**config.mk**
```make
export PLATFORM = sky130hd
export DESIGN_NAME = dnsb_front
export DESIGN_NICKNAME = d
export VERILOG_FILES = /design/src/sv/dnsb_pkg.sv /design/src/sv/dnsb_front.sv
export SDC_FILE = /design/constraint.sdc
export NUM_CORES = 1
export LEC_CHECK = 0
export ABC_AREA = 1
export BUFFER_PORTS_ARGS = -buffer_cell sky130_fd_sc_hd__buf_2
export CORE_ASPECT_RATIO = 0.8
export CORE_MARGIN = 2
export CORE_UTILIZATION = 45
export DETAILED_ROUTE_END_ITERATION = 8
export GPL_TIMING_DRIVEN = 0
export PLACE_DENSITY = 0.65
export SYNTH_ARGS = -nofsm -noshare
export SYNTH_HDL_FRONTEND = slang
export SYNTH_SLANG_ARGS = --single-unit
```
**constraint.sdc**
```tcl
create_clock -name vclk -period 5.4
set_clock_uncertainty 0.2 [all_clocks]
set_input_delay 0.27 -clock vclk [all_inputs]
set_output_delay 0.27 -clock vclk [all_outputs]
set_load 0.05 [all_outputs]
```
**src/sv/dnsb_pkg.sv**
```systemverilog
// Shared types, constants and helper functions for the dual nearest scale blend block.
package dnsb_pkg;

  localparam int SRC_MAX_DIM = 256;
  localparam int COORD_W     = $clog2(SRC_MAX_DIM);
  localparam int SIZE_W      = COORD_W + 1;
  localparam int OUT_W       = 12;
  localparam int MUL_W       = OUT_W + SIZE_W;
  localparam int PROD_W      = OUT_W + COORD_W;
  localparam int ADDR_W      = 2 * COORD_W;
  localparam int BYTE_W      = 8;
  localparam int PIX_W       = 3 * BYTE_W;
  localparam int CFG_IDX_W   = 3;
  localparam int CFG_DATA_W  = OUT_W;
  localparam int DIV_LAT     = COORD_W + 2;
  localparam int QUEUE_DEPTH = 4;
  localparam int QPTR_W      = $clog2(QUEUE_DEPTH);
  localparam int QCNT_W      = QPTR_W + 1;

  localparam logic [SIZE_W-1:0] SRC_MAX_SIZE = SIZE_W'(SRC_MAX_DIM);
  localparam logic [SIZE_W-1:0] SRC_SIZE_RST = SIZE_W'(256);
  localparam logic [OUT_W-1:0]  OUT_W_RST    = OUT_W'(1366);
  localparam logic [OUT_W-1:0]  OUT_H_RST    = OUT_W'(768);

  typedef enum logic {
    FUNC_WRITE  = 1'b0,
    FUNC_RENDER = 1'b1
  } func_e;

  typedef enum logic [CFG_IDX_W-1:0] {
    CFG_SRC0_WIDTH  = 3'd0,
    CFG_SRC0_HEIGHT = 3'd1,
    CFG_SRC1_WIDTH  = 3'd2,
    CFG_SRC1_HEIGHT = 3'd3,
    CFG_OUT_WIDTH   = 3'd4,
    CFG_OUT_HEIGHT  = 3'd5
  } cfg_idx_e;

  // Sizes as used by the scaler, already clamped to their legal ranges.
  typedef struct packed {
    logic [SIZE_W-1:0] src0_w;
    logic [SIZE_W-1:0] src0_h;
    logic [SIZE_W-1:0] src1_w;
    logic [SIZE_W-1:0] src1_h;
    logic [OUT_W-1:0]  out_w;
    logic [OUT_W-1:0]  out_h;
  } dnsb_sizes_t;

  // One classified item as it waits in the queue between front and back.
  typedef struct packed {
    logic              render;
    logic              sel;
    logic [ADDR_W-1:0] addr;
    logic [PIX_W-1:0]  pix;
    logic [PROD_W-1:0] col0;
    logic [PROD_W-1:0] row0;
    logic [PROD_W-1:0] col1;
    logic [PROD_W-1:0] row1;
  } dnsb_item_t;

  function automatic logic [SIZE_W-1:0] fit_src(input logic [SIZE_W-1:0] v);
    logic [SIZE_W-1:0] r;
    if (v == '0) begin
      r = SIZE_W'(1);
    end else if (v > SRC_MAX_SIZE) begin
      r = SRC_MAX_SIZE;
    end else begin
      r = v;
    end
    return r;
  endfunction

  function automatic logic [OUT_W-1:0] fit_out(input logic [OUT_W-1:0] v);
    logic [OUT_W-1:0] r;
    r = (v == '0) ? OUT_W'(1) : v;
    return r;
  endfunction

endpackage

```
**src/sv/dnsb_front.sv**
```systemverilog
// Front end: classifies an incoming item and forms the scaled coordinate products.
module dnsb_front (
  input  logic                        func_i,
  input  logic                        src_sel_i,
  input  logic [dnsb_pkg::COORD_W-1:0] src_col_i,
  input  logic [dnsb_pkg::COORD_W-1:0] src_row_i,
  input  logic [dnsb_pkg::BYTE_W-1:0]  wr_byte0_i,
  input  logic [dnsb_pkg::BYTE_W-1:0]  wr_byte1_i,
  input  logic [dnsb_pkg::BYTE_W-1:0]  wr_byte2_i,
  input  logic [dnsb_pkg::OUT_W-1:0]   out_col_i,
  input  logic [dnsb_pkg::OUT_W-1:0]   out_row_i,
  input  dnsb_pkg::dnsb_sizes_t        sizes_i,
  output dnsb_pkg::dnsb_item_t         item_o
);
  import dnsb_pkg::*;

  logic [MUL_W-1:0] col0_full;
  logic [MUL_W-1:0] row0_full;
  logic [MUL_W-1:0] col1_full;
  logic [MUL_W-1:0] row1_full;

  // The products never exceed PROD_W bits since the source size is at most SRC_MAX_DIM.
  assign col0_full = MUL_W'(out_col_i) * MUL_W'(sizes_i.src0_w);
  assign row0_full = MUL_W'(out_row_i) * MUL_W'(sizes_i.src0_h);
  assign col1_full = MUL_W'(out_col_i) * MUL_W'(sizes_i.src1_w);
  assign row1_full = MUL_W'(out_row_i) * MUL_W'(sizes_i.src1_h);

  always_comb begin
    item_o.render = (func_i == FUNC_RENDER);
    item_o.sel    = src_sel_i;
    item_o.addr   = {src_row_i, src_col_i};
    item_o.pix    = {wr_byte2_i, wr_byte1_i, wr_byte0_i};
    item_o.col0   = col0_full[PROD_W-1:0];
    item_o.row0   = row0_full[PROD_W-1:0];
    item_o.col1   = col1_full[PROD_W-1:0];
    item_o.row1   = row1_full[PROD_W-1:0];
  end

endmodule

```
### After elaboration in Yosys (flattened, before gate mapping)

Cells that the tools add are included.

| operators by class | value |
|---|---|
| multiply operators | 4 |

Operator list:

| cell | number |
|---|---|
| multiplier 12 x 9 -> 20 bit | 4 |

| storage, ports and cells | value |
|---|---|
| word-level logic and storage cells | 4 |
| register bits | 0 |

### Logic depth before layout (Yosys ltp)

| logic depth | value |
|---|---|
| depth after elaboration | 1 |
| depth in mapped cells | 22 |
| depth with buffers taken out | 20 |

### Worst setup path after synthesis

Ideal clock, no wire load.

| timing | value |
|---|---|
| path type | input to output |
| start point | in out_col_i[9] (netlist bit) |
| end point | out item_o[30] (netlist bit) |
| setup slack | 0.516 ns |
| cell stages on the path | 16 |
| path buffers | 2 |
| arrival time | 4.414 ns |
| path through | clkbuf_1 buf_2 nand2_1 fa_1 inv_1 fa_1 fa_1 inv_1 fa_1 inv_1 ha_1 nand2_1 inv_1 a21oi_1 nand2_1 xor2_1 |

RTL lines:

| element | RTL line | text |
|---|---|---|
| from (decl) | dnsb_front.sv:10 | `input logic [dnsb_pkg::OUT_W-1:0] out_col_i,` |
| to (decl) | dnsb_front.sv:13 | `output dnsb_pkg::dnsb_item_t item_o` |

==> impl_metrics.ini <==
[run_status]
status = completed

[layout]
nFlopsAndLatches = 0
register_area_sq_um = 0
drive_gt1_frac = 0.104
final.clkbuf_count = 0
area_growth_syn_to_layout_pct = 8.81
design_area_sq_um = 16300
nets = 2973

[run]
drv_cap = 0

[timing]
period_share = 0.957
setup_viol = 0
tns_ns = 0
rsz0062_at_grt = no
slew_viol_final = 0
tightest_slew_ns = 0.664
relSlewSlack = 0.558
layout_min_cycle_time_ns = 5.17
hold_viol_final = 0
fmax_mhz = 194

[die]
die_x_microns = 208
initial_core_util = 0.460
die_y_microns = 167
rows = 59
dieArea_sq_um = 34800
core-area_sq_um = 32600
ios = 248

[yosys]
syn_nets = 2819
yosysTopAreaCell = fa_1
yosysSeqAreaShare = 0
yosys_warnings = 0
synthesis.area_sq_um = 15000
yosysUniqueCellTypes = 23
avgSynthCellArea_sq_um = 6.64
synth.most_common_cell = nand2_1
synth_common_cells = nand2_1 (747), inv_1 (735), fa_1 (280), ha_1 (156), nand3_1 (65)
yosys-top-cells-area = fa_1 (37%), nand2_1 (19%), inv_1 (18%), ha_1 (13%), nand3_1 (2.2%)
syn_inst = 2257
synth_top_area_frac = 0.374

[setup_path]
crit_path_frequent_cell = nand2_1
crit_buf_inv = 7
critPathTopFamily = adder cells
end_kind = primary output
startpoint_type = input pin
critical_path.cell_chain = clkbuf_1 > buf_2 > nand2_1 > fa_1 > inv_1 > fa_1 > fa_1 > inv_1 > fa_1 > inv_1 > ha_1 > nand2_1 > inv_1 > a21oi_1 > nand2_1 > nand2_1 > nand3_1 > nand2_1 > buf_2
crit_fanout = 10
worstPathRequired_ns = 4.93
crit_type = input pin to primary output
cp_slowest_cell = fa_1
max_stage_delay_ns = 0.53
arrival_ns = 4.70

[global_route]
grt_use_total = 0.220
grt_max_degree = 11
grt_overflow = 0
grt_pass1_wl_microns = 63400
grt_pass1_vias = 13000
antenna_found_initial = 1

[route]
viasPerCell = 4.65
drt_iter0_drc = 673
dr.pass1.iters = 5
drcViolationCount = 0
drt_wl_total_microns = 37400
num_vias = 13200
ant_nets = 0
wl_per_cell_microns = 13.2

[placed_design]
place_area_sq_um = 16300
numPortBuffers = 158
gp_congestion = 0.926
hpwl_microns = 33400

[clocking]
hold_buffers = 0

[min_path]
hp-class = input pin to primary output
[timing repair]
action | 4_1_cts | 5_1_grt
buffers inserted | 0 | 0
gates resized for setup | 1 | 17
endpoints found under the setup margin | 1 | 31
gates cloned | 0 | 0
[cells in the final DEF, fill, tap and decap left out, drive strengths merged]
master	instances
nor3	9
clkbuf	52
ha	156
fa	280
inv	740
diode	2
nand2	751
buf	226
nand4	9
and2	10
a21oi	40
nand3b	2
nand3	65
nor2	35
o21ai	2
xor2	24
xnor2	8
[worst paths after layout]
kind,start,depth (start not counted),endpoint
worst max-delay path,out_col_i[2],19,item_o[39]
worst min-delay path,wr_byte2_i[4],2,item_o[100]
[layout make-up]
cell class                 instances  area, sq um
antenna                            2         5.00
buffer                           120          652
fill                            3380        16300
inverter                         740         2780
multi-input combinational       1391        11600
tap                              427          534
timing repair buffer             158          791
[per-stage QoR]
step                cells  setup slack [ns]   util  hold WS (ns)
finish               2838             0.233  0.500         0.642
global route         2837          0.000413  0.500         0.644
floorplan            2257             0.516      -         0.507
global placement     2842            0.0543  0.500         0.642
detailed placement   2842           0.00364  0.500         0.642
CTS                  2842            0.0415  0.500         0.642
[routing by layer]
layer,wire length (microns),GRT usage,part of all wire,vias to the layer above
met5,0,0,0,-
met4,517,0.0339,0.014,0
met3,2120,0.0203,0.057,29
met2,16600,0.350,0.44,375
met1,18200,0.331,0.49,6254
li1,-,-,-,6536
[logic make-up after synthesis]
kind of cell	synth area share
XOR/XNOR	0.0187
adder cells (fa/ha/maj)	0.504
AND/OR/NAND/NOR	0.233
AO/OA/AOI/OAI	0.0145
buffers and inverters	0.229
Power is not shown: default switching activity piles up to over one toggle a cycle in this logic, so the estimate is an artifact.
