[config.mk]
export PLATFORM = sky130hd
export DESIGN_NAME = dnsb_queue
export DESIGN_NICKNAME = d
export VERILOG_FILES = /design/src/sv/dnsb_pkg.sv /design/src/sv/dnsb_queue.sv
export SDC_FILE = /design/constraint.sdc
export NUM_CORES = 1
export LEC_CHECK = 0
export BUFFER_PORTS_ARGS = -buffer_cell sky130_fd_sc_hd__buf_2
export CORE_MARGIN = 5
export CORE_UTILIZATION = 61
export DETAILED_ROUTE_END_ITERATION = 10
export MAX_ROUTING_LAYER = met4
export PLACE_DENSITY = 0.84
export SYNTH_ARGS = -nofsm -noshare
export SYNTH_HDL_FRONTEND = slang
export SYNTH_SLANG_ARGS = --single-unit
[constraint.sdc]
create_clock -name clk_i -period 6.5 [get_ports clk_i]
set_input_delay 1.95 -clock clk_i [delete_from_list [all_inputs] [get_ports clk_i]]
set_output_delay 1.95 -clock clk_i [all_outputs]
set_load 0.02 [all_outputs]
[src/sv/dnsb_pkg.sv]
// Shared types, constants and helper functions for the dual nearest scale blend block.
package dnsb_pkg;

  localparam int SRC_MAX_DIM = 256;
  localparam int COORD_W     = $clog2(SRC_MAX_DIM);
  localparam int SIZE_W      = COORD_W + 1;
  localparam int OUT_W       = 12;
  localparam int MUL_W       = OUT_W + SIZE_W;
  localparam int PROD_W      = OUT_W + COORD_W;
  localparam int ADDR_W      = 2 * COORD_W;
  localparam int BYTE_W      = 8;
  localparam int PIX_W       = 3 * BYTE_W;
  localparam int CFG_IDX_W   = 3;
  localparam int CFG_DATA_W  = OUT_W;
  localparam int DIV_LAT     = COORD_W + 2;
  localparam int QUEUE_DEPTH = 4;
  localparam int QPTR_W      = $clog2(QUEUE_DEPTH);
  localparam int QCNT_W      = QPTR_W + 1;

  localparam logic [SIZE_W-1:0] SRC_MAX_SIZE = SIZE_W'(SRC_MAX_DIM);
  localparam logic [SIZE_W-1:0] SRC_SIZE_RST = SIZE_W'(256);
  localparam logic [OUT_W-1:0]  OUT_W_RST    = OUT_W'(1366);
  localparam logic [OUT_W-1:0]  OUT_H_RST    = OUT_W'(768);

  typedef enum logic {
    FUNC_WRITE  = 1'b0,
    FUNC_RENDER = 1'b1
  } func_e;

  typedef enum logic [CFG_IDX_W-1:0] {
    CFG_SRC0_WIDTH  = 3'd0,
    CFG_SRC0_HEIGHT = 3'd1,
    CFG_SRC1_WIDTH  = 3'd2,
    CFG_SRC1_HEIGHT = 3'd3,
    CFG_OUT_WIDTH   = 3'd4,
    CFG_OUT_HEIGHT  = 3'd5
  } cfg_idx_e;

  // Sizes as used by the scaler, already clamped to their legal ranges.
  typedef struct packed {
    logic [SIZE_W-1:0] src0_w;
    logic [SIZE_W-1:0] src0_h;
    logic [SIZE_W-1:0] src1_w;
    logic [SIZE_W-1:0] src1_h;
    logic [OUT_W-1:0]  out_w;
    logic [OUT_W-1:0]  out_h;
  } dnsb_sizes_t;

  // One classified item as it waits in the queue between front and back.
  typedef struct packed {
    logic              render;
    logic              sel;
    logic [ADDR_W-1:0] addr;
    logic [PIX_W-1:0]  pix;
    logic [PROD_W-1:0] col0;
    logic [PROD_W-1:0] row0;
    logic [PROD_W-1:0] col1;
    logic [PROD_W-1:0] row1;
  } dnsb_item_t;

  function automatic logic [SIZE_W-1:0] fit_src(input logic [SIZE_W-1:0] v);
    logic [SIZE_W-1:0] r;
    if (v == '0) begin
      r = SIZE_W'(1);
    end else if (v > SRC_MAX_SIZE) begin
      r = SRC_MAX_SIZE;
    end else begin
      r = v;
    end
    return r;
  endfunction

  function automatic logic [OUT_W-1:0] fit_out(input logic [OUT_W-1:0] v);
    logic [OUT_W-1:0] r;
    r = (v == '0) ? OUT_W'(1) : v;
    return r;
  endfunction

endpackage

[src/sv/dnsb_queue.sv]
// Short queue that decouples the front end from the scaling back end.
module dnsb_queue (
  input  logic                 clk_i,
  input  logic                 rst_ni,
  input  logic                 push_i,
  input  dnsb_pkg::dnsb_item_t item_i,
  input  logic                 pop_i,
  output dnsb_pkg::dnsb_item_t item_o,
  output logic                 valid_o,
  output logic                 full_o
);
  import dnsb_pkg::*;

  dnsb_item_t        slots_q [QUEUE_DEPTH];
  logic [QPTR_W-1:0] wr_ptr_q, wr_ptr_d;
  logic [QPTR_W-1:0] rd_ptr_q, rd_ptr_d;
  logic [QCNT_W-1:0] count_q, count_d;
  logic              do_push;
  logic              do_pop;

  assign valid_o = (count_q != '0);
  assign full_o  = (count_q == QCNT_W'(QUEUE_DEPTH));
  assign item_o  = slots_q[rd_ptr_q];
  assign do_push = push_i && !full_o;
  assign do_pop  = pop_i && valid_o;

  always_comb begin
    wr_ptr_d = do_push ? wr_ptr_q + QPTR_W'(1) : wr_ptr_q;
    rd_ptr_d = do_pop ? rd_ptr_q + QPTR_W'(1) : rd_ptr_q;
    count_d  = count_q;
    if (do_push && !do_pop) begin
      count_d = count_q + QCNT_W'(1);
    end else if (do_pop && !do_push) begin
      count_d = count_q - QCNT_W'(1);
    end
  end

  always_ff @(posedge clk_i or negedge rst_ni) begin
    if (!rst_ni) begin
      wr_ptr_q <= '0;
      rd_ptr_q <= '0;
      count_q  <= '0;
    end else begin
      wr_ptr_q <= wr_ptr_d;
      rd_ptr_q <= rd_ptr_d;
      count_q  <= count_d;
    end
  end

  always_ff @(posedge clk_i) begin
    if (do_push) begin
      slots_q[wr_ptr_q] <= item_i;
    end
  end

endmodule

# [After elaboration in Yosys (flattened, before gate mapping)]
# Memories as Yosys holds them, arrays and structs flattened.
# Index checks and enable logic that the tools add are counted.
[classes] reduce_logical=9 n_eq_ne=1 add_sub_neg=4 muxes=4
[ops] operator="two-way mux 3 bit" count=2
[ops] operator="adder 2 x 1 -> 2 bit (second input constant)" count=2
[ops] operator="logical AND 1 bit" count=4
[ops] operator="adder 3 x 1 -> 3 bit (second input constant)" count=1
[ops] operator="== test 3 bit (second input constant)" count=1
[ops] operator="logical NOT 1 bit" count=3
[ops] operator="nonzero test 3 bit" count=1
[ops] operator="subtractor 3 x 1 -> 3 bit (second input constant)" count=1
[ops] operator="two-way mux 1 bit" count=2
[ops] operator="nonzero test 2 bit" count=1
[word_totals] wordCells=22 ff_bits=7 mem_count=1 inputBits=126 out_inout_bits=124 mem_bits_rw=488
[memory_table] memory="slots_q" depth=4 word_bits=122 rd=1 rd_ports_with_merged_regs=0 write_ports=1 line_no="dnsb_queue.sv:14" source="dnsb_item_t slots_q [QUEUE_DEPTH];"

# [Depth between registers and ports, before layout]
# Gate-level depths: netlist of the first run.
[logic_depth] word_depth=7 depth_mapped=9

# [Worst setup path before layout of the first run]
# No wires, ideal clock.
[synth_path] path_type="in2reg" startpoint="input push_i" endpoint="memory slots_q[0][0] (netlist name), enable pin" setup_ps=495 slack_ps=967 t_arrival_ps=5038 required_ps=6005 path_stages=3 path_buffers=1 cell_sequence="nor2b_1 -> buf_2 -> and2_1"
[synth_between] elab_chain_cells=3
[synth_lines] item="start: declaration" line_no="dnsb_queue.sv:5" source="input logic push_i,"
[synth_lines] item="logical AND 1 bit" line_no="dnsb_queue.sv:24" source="assign do_push = push_i && !full_o;"
[synth_lines] item="net do_push" line_no="dnsb_queue.sv:18" source="logic do_push;"
[synth_lines] item="two-way mux 1 bit" line_no="dnsb_queue.sv:51" source="if (do_push) begin"
[synth_lines] item="two-way mux 1 bit (not written as such)" line_no="dnsb_queue.sv:52" source="slots_q[wr_ptr_q] <= item_i;"
[synth_lines] item="end: declaration" line_no="dnsb_queue.sv:14"
# The timed path passes the listed nets, and every way through them passes these cells.

==> results of run 1 <==
## metrics by stage
| step | power, mW | setup slack, ns | cells | util [%] |
|---|---|---|---|---|
| final | 10.1 | 1.89 | 1380 | 73.0 |
| after global routing | 10.6 | 1.68 | 1379 | 73.0 |
| after CTS | 10.2 | 1.81 | 1372 | 73.0 |
| after detailed placement | 7.71 | 2.15 | 1292 | 68.1 |
| after global placement | 7.63 | 2.24 | 1292 | 68.1 |
| after floorplan | 6.74 | 0.967 | 673 | - |
## cells by family (layout without fill, tap and decap cells)
kind of cell	after synthesis	count (layout)	synth area share (%)
xor+xnor	6	6	0.292
fa+ha+maj	6	6	0.459
simple gates	10	10	0.347
other cells	0	8	0
buf+inv	32	347	1.13
mux	124	124	15.4
flops	495	495	82.4
## Yosys cell counts, drive strengths merged
cell	instances	area [um^2]
mux4	122	2750
xnor2	4	35.0
nor2b	1	6.26
nand2	1	3.75
clkbuf	4	15.0
buf	25	178
or3	1	6.26
inv	3	11.3
dfrtp	7	175
edfxtp	488	14700
fa	1	20.0
nand3	1	5.00
mux2	2	22.5
nor3b	1	12.5
ha	5	62.6
xor2	2	17.5
nor2	1	3.75
and2	4	25.0
## flip-flops by register name, summed over array words and instances, names as in the netlist
name	count
wr_ptr_q	2
rd_ptr_q	2
count_q	3
slots_q	488
## path summary, 6_finish.rpt
check                      slack (ns)   startpoint        endpoint  depth (start not counted)
setup / recovery                 1.89  rd_ptr_q[0]     item_o[115]                          3
setup reg to reg                 3.65   count_q[2]  slots_q[3][85]                          4
hold / removal                   0.53   count_q[2]      count_q[2]                          1
hold reg to reg                  0.53   count_q[2]      count_q[2]                          1
min in group asynchronous        1.25       rst_ni      count_q[0]                          1
max in group asynchronous        5.05       rst_ni     rd_ptr_q[0]                          1
## metal layers
layer	global-route usage [%]	vias up	routed length [um]
li1	-	3489	-
met1	28.8	4183	12900
met2	35.1	383	17900
met3	6.02	42	3550
met4	3.78	0	401
met5	-	-	0
## power by group
group	switching [mW]	total [mW]	internal, mW
Clock	1.06	2.50	1.44
Sequential	0.264	4.49	4.22
Combinational	1.86	3.13	1.27
Total	3.18	10.1	6.93
## cell type report
type / instances / area (um^2)
Fill cell: 1558 / 7800
Clock buffer: 55 / 1250
Tap cell: 384 / 480
Inverter: 3 / 11.3
Multi-Input combinational cell: 146 / 2980
Timing Repair Buffer: 264 / 1400
Antenna cell: 8 / 20.0
Sequential cell: 495 / 14800
Clock inverter: 25 / 161
## cells in the final DEF, fill, tap and decap left out
| master | count |
|---|---|
| edfxtp_1 | 488 |
| buf_2 | 249 |
| mux4_2 | 122 |
| clkbuf_16 | 49 |
| clkinv_1 | 14 |
| buf_4 | 12 |
| diode_2 | 8 |
| clkinv_2 | 8 |
| clkbuf_1 | 6 |
| ha_1 | 5 |
| dfrtp_1 | 5 |
| and2_4 | 4 |
| xnor2_1 | 4 |
| inv_1 | 3 |
| buf_12 | 3 |
| xor2_1 | 2 |
| bufinv_16 | 2 |
| dfrtp_4 | 2 |
| nor3b_2 | 1 |
| nor2b_1 | 1 |
| or3_1 | 1 |
| nand2_1 | 1 |
| mux2_2 | 1 |
| mux2_1 | 1 |
| nand3_1 | 1 |
| nor2_1 | 1 |
| fa_1 | 1 |
| clkinv_4 | 1 |
==> metrics.yaml, run 1 <==
global_routing:
  grt_first_pass_wirelength_um: 52700
  antenna_found_initial: 7
  grt_max_degree: 83
  track_usage_pct: 21.7
  grt_pass1_vias: 8661
  grt_overflow: 0
routing:
  wl_um: 34700
  antenna_left: 0
  via_per_inst: 5.87
  num_vias: 8097
  dr.first_iter.drc_count: 633
  wl_per_cell_um: 25.2
  drc_errors: 0
  dr.pass1.iters: 5
die:
  die_h_um: 182
  start_util_pct: 62.2
  core_area_mm2: 0.0289
  fp-row-count: 62
  die_w_um: 182
  dieArea_mm2: 0.0330
  num_io_pins: 250
timing:
  fin_setup_tns_ns: 0
  setup_violations: 0
  slew_viol_final: 0
  worstMarginPinSlew_ns: 0.980
  whs_ns: 0.527
  relSlewSlack_pct: 34.7
  clock.fmax_ghz: 0.217
  rsz0062_at_grt: "no"
  period_needed_ns: 4.61
  post-route-period-util_pct: 70.9
  fin_skew_ns: 0.0111
  final-hold-violation-count: 0
cts:
  root_buffer: "clkbuf_16"
  ctsResizeCount: 0
  cts_buffers: 47
  cts.clk_slew.worst_paths_ns: 0.06
  cts_setup_buffers: 0
  htreeDepth: 2
  clk-insertion-delay-late_ns: 0.53
  clock_path_buffers: 3
  cts_tree: "yes"
  cts-hold-fix-buffers: 0
  clock-sinks: 495
worst_setup_path:
  required_ns: 4.55
  crit_slowest_cell: "dfrtp_4"
  path_cells: "buf_12 -> mux4_2 -> buf_2"
  path_class: "reg -> out"
  max_stage_delay_ns: 0.81
  crit_path_end_kind: "primary output"
  crit_arrival_ns: 2.66
  crit_family: "flip-flops"
  path_max_fanout: 56
  worst-path-buf-inv: 2
  start_kind: "flop"
synthesis:
  synth-seq-cells: 495
  avgSynthCellArea_um2: 26.7
  syn_area_mm2: 0.0180
  syn_nets: 805
  yosys_warnings: 0
  netlist_instances: 673
  synth_cell_types: 21
  synth-seq-area-share_pct: 82.4
final_layout:
  syn_to_final_growth_pct: 17.4
  drive_gt1_share_pct: 46.0
  nets: 1089
  design_area_mm2: 0.0211
run:
  cap_violations: 0
placement:
  gp_congestion: 0.742
  placed_area_mm2: 0.0197
  io_buffer_count: 249
  dp_hpwl_um: 20600
status:
  status: "complete, no violations"
power_and_ir_drop:
  powerDensity_mw_per_mm2: 478
  ir_drop_uv: 360
  p_leak_nw: 7.21
hold_path:
  holdCritPathClass: "reg -> reg"
(Power assumes the default switching activity.)
==> run 2: changes to the inputs <==
--- a/config.mk
+++ b/config.mk
@@ -5,12 +5,13 @@
 export SDC_FILE = /design/constraint.sdc
 export NUM_CORES = 1
 export LEC_CHECK = 0
+export ABC_AREA = 1
 export BUFFER_PORTS_ARGS = -buffer_cell sky130_fd_sc_hd__buf_2
 export CORE_MARGIN = 5
-export CORE_UTILIZATION = 61
+export CORE_UTILIZATION = 52
 export DETAILED_ROUTE_END_ITERATION = 10
 export MAX_ROUTING_LAYER = met4
-export PLACE_DENSITY = 0.84
+export PLACE_DENSITY = 0.76
 export SYNTH_ARGS = -nofsm -noshare
 export SYNTH_HDL_FRONTEND = slang
 export SYNTH_SLANG_ARGS = --single-unit
==> constraint.sdc (replaced) <==
create_clock -name clk_i -period 3.8 [get_ports clk_i]
set_input_delay 1.14 -clock clk_i [delete_from_list [all_inputs] [get_ports clk_i]]
set_output_delay 1.14 -clock clk_i [all_outputs]
set_load 0.02 [all_outputs]
==> run 2 against run 1 <==
  * Core utilization is 12 points lower
  * Total power up 92%
  * Sequential power is 67% higher
  * Clock power is 91% higher
  * Wire length rose by 20%
  * Critical path type unchanged
  * Final cell count is 66% higher
  * Clock-buffer cell count increased by 5
  * Critical path depth grew 3
  * Largest cell class unchanged
  * Sequential share of layout area decreased by 7.6 points
  * Synthesized cell count rose by 120%
  * Setup slack worse by 1.6 ns
  * Via count up 46%
==> metrics.yaml, run 2 <==
global_routing:
  grt_max_degree: 85
  grt_busiest_layer: "met2"
  grt.met1_usage_pct: 24.2
  grt_use_met3_pct: 3.68
  grtUsageMet2_pct: 33.0
  grt_overflow: 0
  antenna_found_initial: 10
  grt_pass1_vias: 12000
  grt_first_pass_wirelength_um: 65100
  track_usage_pct: 19.7
timing:
  fin_setup_tns_ns: 0
  clock.fmax_ghz: 0.281
  worstMarginPinSlew_ns: 0.605
  post-route-period-util_pct: 93.6
  fin_skew_ns: 0.0119
  setup_ws_ns: 0.244
  rsz0062_at_grt: "no"
  period_needed_ns: 3.56
  relSlewSlack_pct: 59.7
  setup_violations: 0
  final-hold-violation-count: 0
  slew_viol_final: 0
worst_setup_path:
  crit_arrival_ns: 2.42
  crit_path_end_kind: "primary output"
  path_max_fanout: 84
  path_class: "reg -> out"
  required_ns: 2.66
  start_kind: "flop"
synthesis:
  syn_nets: 1616
  avgSynthCellArea_um2: 13.6
  syn_area_mm2: 0.0202
  synth-seq-area-share_pct: 73.4
  netlist_instances: 1484
  synth-seq-cells: 495
  ys_top_cells_by_count: "488 x edfxtp_1, 384 x nand2_1, 258 x inv_1"
  synth_area_leader_cell: "edfxtp_1"
  synth_most_common_cell: "edfxtp_1"
  async_flop_share_pct: 1.41
  synth.area.top_cells: "edfxtp_1 73%, nand2_1 7.1%, o211ai_2 6.2%"
  synth_cell_types: 18
  ys.flop_type: "edfxtp_1"
  synth_edf_count: 488
  yosys_warnings: 0
  netlist.area_leader.share_pct: 72.5
routing:
  num_vias: 11800
  dr.first_iter.drc_count: 762
  wl_per_cell_um: 18.2
  antenna_left: 0
  drc_errors: 0
  dr.pass1.iters: 5
  via_per_inst: 5.14
  wl_um: 41700
placement:
  gp_congestion: 0.777
  dp_hpwl_um: 24700
  io_buffer_count: 249
  dp_slack_ns: 0.845
cts:
  cts-hold-fix-buffers: 0
  root_buffer: "clkbuf_16"
  cts_tree: "yes"
  ctsResizeCount: 0
  clk-insertion-delay-late_ns: 0.57
  cts_setup_buffers: 0
  clock_path_buffers: 3
  clock-sinks: 495
  cts.clk_slew.worst_paths_ns: 0.06
  htreeDepth: 2
  cts_buffers: 50
power_and_ir_drop:
  p_leak_nw: 9.64
  powerDensity_mw_per_mm2: 821
  ir_drop_uv: 523
status:
  status: "complete, no violations"
die:
  core_area_mm2: 0.0386
  dieArea_mm2: 0.0429
  num_io_pins: 250
  fp-row-count: 72
  start_util_pct: 52.4
  die_w_um: 207
  die_h_um: 207
final_layout:
  regMostFlops: "slots_q"
  drive_gt1_share_pct: 25.6
  nets: 1857
  largest_register_ffs: 488
  mostFrequentLayoutCells: "488 x edfxtp_1, 384 x nand2_1, 258 x inv_1"
  final_common_cell: "edfxtp_1"
  fill_cells: 2853
  syn_to_final_growth_pct: 17.2
  reg_top3: "slots_q (488), count_q (3)"
run:
  cap_violations: 0
hold_path:
  holdCritPathClass: "in -> async"
-- run 2: cell types whose count changed after synthesis, moves of 21 or more --
cell and delta:
mux4_2 -122, clkbuf_1 +21, nand2_1 +383, o211ai_1 +144
o211ai_2 +100, inv_1 +255
-- run 2: power by group --
group          internal (mW)  switching (mW)
Clock                   2.81            1.98
Combinational           2.15            4.98
Sequential              7.17           0.350
-- run 2: cells by family after synthesis --
kind of cell	synth area share [%]
compound gates	11.6
xor+xnor	0.0434
fa+ha+maj	0.409
buf+inv	7.18
flops	73.4
simple gates	7.41
-- run 2: final cells by class --
type / instances / area, um^2 / area share (%)
sequential: 495 / 14800 / 62.6
tap: 518 / 648 / 2.74
timing repair buffer: 270 / 1600 / 6.77
multi-input combinational: 648 / 3960 / 16.7
antenna: 11 / 27.5 / 0.116
inverter: 260 / 988 / 4.17
clock buffer: 60 / 1350 / 5.71
clock inverter: 32 / 267 / 1.13
-- run 2: metal layers --
layer  routed length [um]  part of all wire (%)
met1                17300                    41
met4                 1160                   2.8
met5                    0                     0
met2                21000                    50
met3                 2300                   5.5
-- run 2: worst paths after layout --
| check | to | start | slack [ns] | cells past startpoint |
|---|---|---|---|---|
| worst max-delay path | item_o[34] | rd_ptr_q[0] | 0.24 | 6 |
| worst min-delay path | count_q[1] | rst_ni | 0.39 | 1 |
| worst max register to register | count_q[1] | count_q[0] | 1.65 | 9 |
| worst min register to register | count_q[2] | count_q[2] | 0.52 | 2 |
| max in group asynchronous | rd_ptr_q[1] | rst_ni | 3.23 | 1 |
| min in group clk_i | count_q[2] | count_q[2] | 0.52 | 2 |
-- run 2: worst max-delay path, cell delays in order (launching register included) --
cell and delay [ns]:
dfrtp_1 0.45, inv_8 0.36, buf_12 0.40, nand2_1 0.09, o211ai_1 0.16, nand2_1 0.10, buf_2 0.16
-- run 2: metrics by stage --
step	cell area (um^2)	power [mW]	hold WS (ns)	util, %	std cells
3_5_place_dp	22000	14.9	0.496	57.1	2191
2_1_floorplan	20200	12.6	0.463	-	1484
4_1_cts	23600	19.7	0.354	61.3	2283
3_3_place_gp	22000	14.6	0.476	57.1	2191
6_report	23700	19.4	0.392	61.4	2294
5_1_grt	23700	20.5	0.388	61.4	2293
